==> config.mk <==
export PLATFORM = sky130hd
export DESIGN_NAME = bts_front
export DESIGN_NICKNAME = d
export VERILOG_FILES = /design/src/bts_pkg.sv /design/src/bts_front.sv
export SDC_FILE = /design/constraint.sdc
export NUM_CORES = 1
export LEC_CHECK = 0
export BUFFER_PORTS_ARGS = -buffer_cell sky130_fd_sc_hd__buf_2
export CAP_MARGIN = 20
export CORE_MARGIN = 3
export CORE_UTILIZATION = 30
export DETAILED_ROUTE_END_ITERATION = 7
export RECOVER_POWER = 25
export SKIP_LAST_GASP = 1
export SYNTH_ARGS = -nofsm -noshare
export SYNTH_HDL_FRONTEND = slang
export SYNTH_SLANG_ARGS = --single-unit
==> constraint.sdc <==
create_clock -name clk_i -period 10.8 [get_ports clk_i]
set_clock_uncertainty 0.15 [all_clocks]
set_input_delay 2.7 -clock clk_i [delete_from_list [all_inputs] [get_ports clk_i]]
set_output_delay 2.7 -clock clk_i [all_outputs]
set_load 0.005 [all_outputs]
==> src/bts_pkg.sv <==
// ----------------------------------------------------------------------------
// bts_pkg
// Shared types, constants and blend arithmetic for the bilinear sampler.
// ----------------------------------------------------------------------------
package bts_pkg;

  localparam int MAX_WIDTH  = 256;
  localparam int MAX_HEIGHT = 256;
  localparam int FRAC_BITS  = 8;

  localparam int CH_W     = 8;
  localparam int COORD_W  = 8;   // integer part of a coordinate, also texel_x/texel_y
  localparam int SAMPLE_W = 16;
  localparam int SIZE_W   = 9;

  // Texture store split into four banks by (row parity, column parity)
  localparam int NUM_BANKS  = 4;
  localparam int BANK_DEPTH = (MAX_WIDTH * MAX_HEIGHT) / NUM_BANKS;
  localparam int BANK_AW    = $clog2(BANK_DEPTH);

  localparam int CMD_DEPTH = 4;
  localparam int CMD_AW    = $clog2(CMD_DEPTH);
  localparam int CMD_CW    = $clog2(CMD_DEPTH + 1);

  localparam int OUT_DEPTH = 4;
  localparam int OUT_AW    = $clog2(OUT_DEPTH);
  localparam int OUT_CW    = $clog2(OUT_DEPTH + 1);

  localparam logic [SIZE_W-1:0] SIZE_RESET = SIZE_W'(MAX_WIDTH);

  typedef enum logic {
    OP_WRITE  = 1'b0,
    OP_SAMPLE = 1'b1
  } op_e;

  typedef enum logic [0:0] {
    CFG_TEXTURE_WIDTH  = 1'b0,
    CFG_TEXTURE_HEIGHT = 1'b1
  } cfg_reg_e;

  typedef struct packed {
    logic [CH_W-1:0] red;
    logic [CH_W-1:0] green;
    logic [CH_W-1:0] blue;
  } rgb_t;

  typedef struct packed {
    logic                op;
    logic [COORD_W-1:0]  texel_x;
    logic [COORD_W-1:0]  texel_y;
    logic [CH_W-1:0]     in_red;
    logic [CH_W-1:0]     in_green;
    logic [CH_W-1:0]     in_blue;
    logic [SAMPLE_W-1:0] sample_x;
    logic [SAMPLE_W-1:0] sample_y;
  } in_item_t;

  typedef struct packed {
    logic [CH_W-1:0] out_red;
    logic [CH_W-1:0] out_green;
    logic [CH_W-1:0] out_blue;
  } out_item_t;

  // Decoded transaction handed from front to back. For a write, x0/y0 hold
  // the texel position; for a sample, the four clamped neighbour coordinates.
  typedef struct packed {
    op_e                  op;
    logic [COORD_W-1:0]   x0;
    logic [COORD_W-1:0]   x1;
    logic [COORD_W-1:0]   y0;
    logic [COORD_W-1:0]   y1;
    logic [FRAC_BITS-1:0] tx;
    logic [FRAC_BITS-1:0] ty;
    rgb_t                 colour;
  } cmd_t;

  // a + floor(((b - a) * t + half) / 2^FRAC_BITS), ties round up
  function automatic logic [CH_W-1:0] lerp8(input logic [CH_W-1:0]      a,
                                            input logic [CH_W-1:0]      b,
                                            input logic [FRAC_BITS-1:0] t);
    logic signed [CH_W:0]                   diff;
    logic signed [CH_W+FRAC_BITS+1:0]       prod;
    logic signed [CH_W+1:0]                 step;
    logic        [CH_W+1:0]                 sum;
    diff = signed'({1'b0, b}) - signed'({1'b0, a});
    prod = diff * signed'({1'b0, t})
         + signed'((CH_W+FRAC_BITS+2)'(1) <<< (FRAC_BITS - 1));
    step = prod[CH_W+FRAC_BITS+1:FRAC_BITS];
    sum  = {2'b00, a} + unsigned'(step);
    return sum[CH_W-1:0];
  endfunction

  function automatic rgb_t lerp_rgb(input rgb_t c0, input rgb_t c1,
                                    input logic [FRAC_BITS-1:0] t);
    rgb_t r;
    r.red   = lerp8(c0.red,   c1.red,   t);
    r.green = lerp8(c0.green, c1.green, t);
    r.blue  = lerp8(c0.blue,  c1.blue,  t);
    return r;
  endfunction

endpackage

==> src/bts_front.sv <==
// ----------------------------------------------------------------------------
// bts_front
// Takes transactions, holds the size registers, clamps sample coordinates
// and queues decoded commands for the back end.
// ----------------------------------------------------------------------------
module bts_front (
  input  logic                     clk_i,
  input  logic                     rst_ni,
  input  logic                     push_i,
  input  bts_pkg::in_item_t        in_item_i,
  output logic                     full_o,
  input  logic                     cfg_valid_i,
  input  bts_pkg::cfg_reg_e        cfg_index_i,
  input  logic [bts_pkg::SIZE_W-1:0] cfg_data_i,
  output logic                     cfg_ready_o,
  output logic                     cmd_valid_o,
  output bts_pkg::cmd_t            cmd_o,
  input  logic                     cmd_pop_i
);

  logic [bts_pkg::SIZE_W-1:0] width_q, width_d;
  logic [bts_pkg::SIZE_W-1:0] height_q, height_d;

  bts_pkg::cmd_t              cmd_mem_q [bts_pkg::CMD_DEPTH];
  logic [bts_pkg::CMD_AW-1:0] wr_ptr_q, wr_ptr_d;
  logic [bts_pkg::CMD_AW-1:0] rd_ptr_q, rd_ptr_d;
  logic [bts_pkg::CMD_CW-1:0] cnt_q, cnt_d;

  logic                        push_ok, pop_ok;
  logic [bts_pkg::COORD_W-1:0] w_last, h_last;
  logic [bts_pkg::COORD_W-1:0] sx_int, sy_int, x0, y0, x1, y1;
  bts_pkg::cmd_t               cmd_d;

  // last column/row in use; zero counts as one, oversize saturates
  function automatic logic [bts_pkg::COORD_W-1:0] last_index(
      input logic [bts_pkg::SIZE_W-1:0] size, input int unsigned max_size);
    logic [bts_pkg::SIZE_W-1:0] m1;
    m1 = size - bts_pkg::SIZE_W'(1);
    if (size == '0) begin
      return '0;
    end else if (size > bts_pkg::SIZE_W'(max_size)) begin
      return bts_pkg::COORD_W'(max_size - 1);
    end
    return m1[bts_pkg::COORD_W-1:0];
  endfunction

  assign cfg_ready_o = 1'b1;

  always_comb begin
    width_d  = width_q;
    height_d = height_q;
    if (cfg_valid_i) begin
      unique case (cfg_index_i)
        bts_pkg::CFG_TEXTURE_WIDTH:  width_d  = cfg_data_i;
        bts_pkg::CFG_TEXTURE_HEIGHT: height_d = cfg_data_i;
      endcase
    end
  end

  // coordinate clamp
  always_comb begin
    w_last = last_index(width_q, bts_pkg::MAX_WIDTH);
    h_last = last_index(height_q, bts_pkg::MAX_HEIGHT);
    sx_int = in_item_i.sample_x[bts_pkg::SAMPLE_W-1:bts_pkg::FRAC_BITS];
    sy_int = in_item_i.sample_y[bts_pkg::SAMPLE_W-1:bts_pkg::FRAC_BITS];
    x0     = (sx_int > w_last) ? w_last : sx_int;
    y0     = (sy_int > h_last) ? h_last : sy_int;
    x1     = (x0 == w_last) ? x0 : x0 + bts_pkg::COORD_W'(1);
    y1     = (y0 == h_last) ? y0 : y0 + bts_pkg::COORD_W'(1);
  end

  always_comb begin
    cmd_d.op           = bts_pkg::op_e'(in_item_i.op);
    cmd_d.x1           = x1;
    cmd_d.y1           = y1;
    cmd_d.tx           = in_item_i.sample_x[bts_pkg::FRAC_BITS-1:0];
    cmd_d.ty           = in_item_i.sample_y[bts_pkg::FRAC_BITS-1:0];
    cmd_d.colour.red   = in_item_i.in_red;
    cmd_d.colour.green = in_item_i.in_green;
    cmd_d.colour.blue  = in_item_i.in_blue;
    if (in_item_i.op == bts_pkg::OP_SAMPLE) begin
      cmd_d.x0 = x0;
      cmd_d.y0 = y0;
    end else begin
      cmd_d.x0 = in_item_i.texel_x;
      cmd_d.y0 = in_item_i.texel_y;
    end
  end

  // command queue
  assign full_o      = (cnt_q == bts_pkg::CMD_CW'(bts_pkg::CMD_DEPTH));
  assign cmd_valid_o = (cnt_q != '0);
  assign cmd_o       = cmd_mem_q[rd_ptr_q];
  assign push_ok     = push_i && !full_o;
  assign pop_ok      = cmd_pop_i && cmd_valid_o;

  always_comb begin
    wr_ptr_d = push_ok ? wr_ptr_q + bts_pkg::CMD_AW'(1) : wr_ptr_q;
    rd_ptr_d = pop_ok ? rd_ptr_q + bts_pkg::CMD_AW'(1) : rd_ptr_q;
    cnt_d    = cnt_q + bts_pkg::CMD_CW'(push_ok) - bts_pkg::CMD_CW'(pop_ok);
  end

  always_ff @(posedge clk_i or negedge rst_ni) begin
    if (!rst_ni) begin
      width_q  <= bts_pkg::SIZE_RESET;
      height_q <= bts_pkg::SIZE_RESET;
      wr_ptr_q <= '0;
      rd_ptr_q <= '0;
      cnt_q    <= '0;
    end else begin
      width_q  <= width_d;
      height_q <= height_d;
      wr_ptr_q <= wr_ptr_d;
      rd_ptr_q <= rd_ptr_d;
      cnt_q    <= cnt_d;
    end
  end

  always_ff @(posedge clk_i) begin
    if (push_ok) begin
      cmd_mem_q[wr_ptr_q] <= cmd_d;
    end
  end

endmodule

==> impl_summary.txt <==
----------------------------------------------------
[Status]
  Outcome ... completed

[Global routing]
  Largest net degree at the start of global routing ... 56
  Total congestion overflow after global routing ... 0
  Gr usage total ... 12.8%
  Number of global-route vias before repair ... 7,711
  Wire length of the first global-routing pass ... 46,300 um
  Number of antenna violations at the first check in global routing ... 0

[Detailed routing]
  Average routed wire per standard cell ... 19.7 um
  Vias after detailed routing ... 7,393
  Initial DRC count ... 453
  Average vias per placed instance ... 4.79
  Final routed wirelength across all metal layers ... 30,300 um
  Post-DRT Antenna Nets ... 0
  Remaining routing DRC violations ... 0
  First-pass iteration count of the detailed router ... 7

[STA]
  Setup-failing EPs final ... 0
  Final cycle utilization of the critical path ... 54.8%
  Tmin final ... 5920 ps
  Final Max Slew Viols ... 0
  Setup TNS after final layout ... 0 ps
  Worst Tran Pin Value ... 1390 ps
  Max transition margin ... 7.60%
  Worst hold-check slack ... 381 ps
  Maximum clock frequency ... 169 MHz
  Hold Vio Cnt, Final ... 0
  RSZ-0062 raised after global routing ... false

[Clock network]
  Maximum buffer depth of the clock tree ... 3
  CTS Hold Bufs ... 0
  Clock buffer count from CTS ... 38
  Clock latency at the later pin of the worst-skew pair ... 530 ps
  Clock tree from TritonCTS ... done
  Clock sink count ... 317
  CTS resizes ... 0
  Clock transition at the registers of the reported paths ... 60 ps
  Depth of the CTS H-tree ... 2
  Number of setup buffers added after CTS ... 0
  Cell at the root of the clock tree ... clkbuf_16

[Finish]
  Layout cell share with drive strength beyond 1 ... 31.5%
  Total area of multi-input combinational cells ... 3920 um^2
  Area added between synthesis and finish ... 19.4%
  Antenna fix cells ... 0
  Number of nets in the layout ... 1,040
  Filler cell count ... 4,197
  Area taken by flip-flops and latches ... 9400 um^2

[Floorplan]
  Area of the placeable core ... 44,400 um^2
  Floorplan die area ... 47,700 um^2
  Rows ... 77
  Horizontal die dimension ... 218 um
  Starting density of the core ... 30.5%
  Vertical die dimension ... 218 um
  Count of pins on the block boundary ... 164

[Synth]
  Mapped Avg Cell Area ... 18.2 um^2
  Number of enable-type register cells in the synthesized netlist ... 292
  Cell area after synthesis ... 13,500 um^2
  Leading area contributor after synthesis ... edfxtp_1
  Number of warnings issued by yosys ... 0
  Main flop type after synthesis ... edfxtp_1
  Synth top cells by count ... 292 x edfxtp_1, 73 x mux4_2, 33 x inv_1
  Share of flip-flops with an asynchronous set or reset after synthesis ... 7.89%
  Cell count after synthesis ... 743
  Distinct cell type count after synthesis ... 65
  Register area share after synthesis ... 69.4%
  Synthesized net count ... 860
  Synth top area share ... 64.7%
  Leading post-synthesis cells by cell area ... edfxtp_1 65%, mux4_2 12%, dfrtp_1 4.2%, ha_1 2.6%, mux2_2 1.9%
  FF+latch count, synth ... 317
  Most common cell in the synthesized netlist ... edfxtp_1

[Critical path]
  Buf+Inv Stages, Crit Path ... 2
  CP cell instances ... buf_4, mux4_2, buf_2
  Worst Path Arrival ... 3070 ps
  Crit-path slowest cell ... dfrtp_4
  Critical path's top delay family ... buffers and inverters
  Worst setup EP type ... output port
  Required time at the endpoint of the critical path ... 7950 ps
  Crit path kind ... reg -> out
  CP Max Fanout ... 42
  Biggest cell delay along the critical path ... 900 ps
  Crit path launch type ... flop

[Placed design]
  Buffers on Ports ... 162
  Gpl congestion ... 0.825
  Placed wire-length estimate after detailed placement ... 19,400 um

[Power and ir drop]
  Power Total ... 4.17 mW
  Static power due to leakage ... 5.61 nW
  Largest vdd supply drop ... 0.000144 V
  Power density normalized to cell area ... 258 nW/um^2

[Run]
  Count of maximum capacitance violations ... 0

[Hold path]
  Worst min-delay path category ... reg -> reg

----------------------------------------------------
flip-flops by register name (all words and copies together), names as in the netlist:
register	cells
cmd_mem_q	292
height_q	9
width_q	9
cnt_q	3
rd_ptr_q	2
wr_ptr_q	2
power by group:
part           leakage [nW]  total (mW)  switching [mW]  internal [mW]
Sequential             2.96        1.80           0.137           1.66
Combinational          2.08        1.18           0.624          0.554
Clock                 0.569        1.20           0.471          0.724
Total                  5.61        4.17            1.23           2.94
placed cells by master, fill, tap and decap left out, types with 22 or more instances in the layout:
| cell | n |
|---|---|
| a21oi_1 | 26 |
| mux4_2 | 73 |
| edfxtp_1 | 292 |
| mux2_2 | 23 |
| ha_1 | 28 |
| buf_2 | 121 |
| nand2_1 | 22 |
| nor2_1 | 30 |
| inv_1 | 33 |
| clkbuf_16 | 39 |
| clkbuf_1 | 51 |
routing by layer:
metal	global-route usage (%)	part of all wire (%)	vias up
met1	17.5	45	3805
met3	3.14	6.1	43
met4	4.11	2.1	0
met5	0	0	-
li1	-	-	3324
met2	20.3	47	221
metrics by stage:
stage / utilization [%] / std cells / setup WS (ps) / cell area (um^2)
4_1_cts: 36.5 / 1542 / 4710 / 16200
5_1_grt: 36.4 / 1542 / 4570 / 16200
6_report: 36.4 / 1542 / 4880 / 16200
3_5_place_dp: 33.9 / 1475 / 4730 / 15000
2_1_floorplan: - / 743 / 5430 / 13500
3_3_place_gp: 33.9 / 1475 / 4800 / 15000
area by class of cell:
type,count,share of cell area [%]
Timing Repair Buffer,168,4.97
Multi-Input combinational cell,365,24.2
Clock inverter,16,0.851
Inverter,33,0.766
Clock buffer,51,6.44
Tap cell,592,4.58
Sequential cell,317,58.1
tightest hold or removal path: cells and delay by family (launching register included):
kind            cells  cell delay, ps
buf+inv             1              70
compound gates      1              90
flops               1             360
logic make-up after synthesis:
family	synth area share (%)
compound gates	3.48
simple gates	5.23
other cells	0.0277
fa+ha+maj	2.73
mux	15.0
buf+inv	1.75
xor+xnor	2.40
flops	69.4
final timing paths:
check / startpoint / cells past startpoint / end / slack [ps]
worst min register to register: width_q[8] / 2 / width_q[8] / 380
worst max register to register: height_q[2] / 15 / cmd_mem_q[1][41] / 4970
worst max-delay path: rd_ptr_q[0] / 3 / cmd_o[72] / 4880
max in group asynchronous: rst_ni / 1 / rd_ptr_q[0] / 7190
worst min-delay path: width_q[8] / 2 / width_q[8] / 380
min in group asynchronous: rst_ni / 1 / cnt_q[2] / 2330
Note: power is estimated with default switching activity, not from simulation.
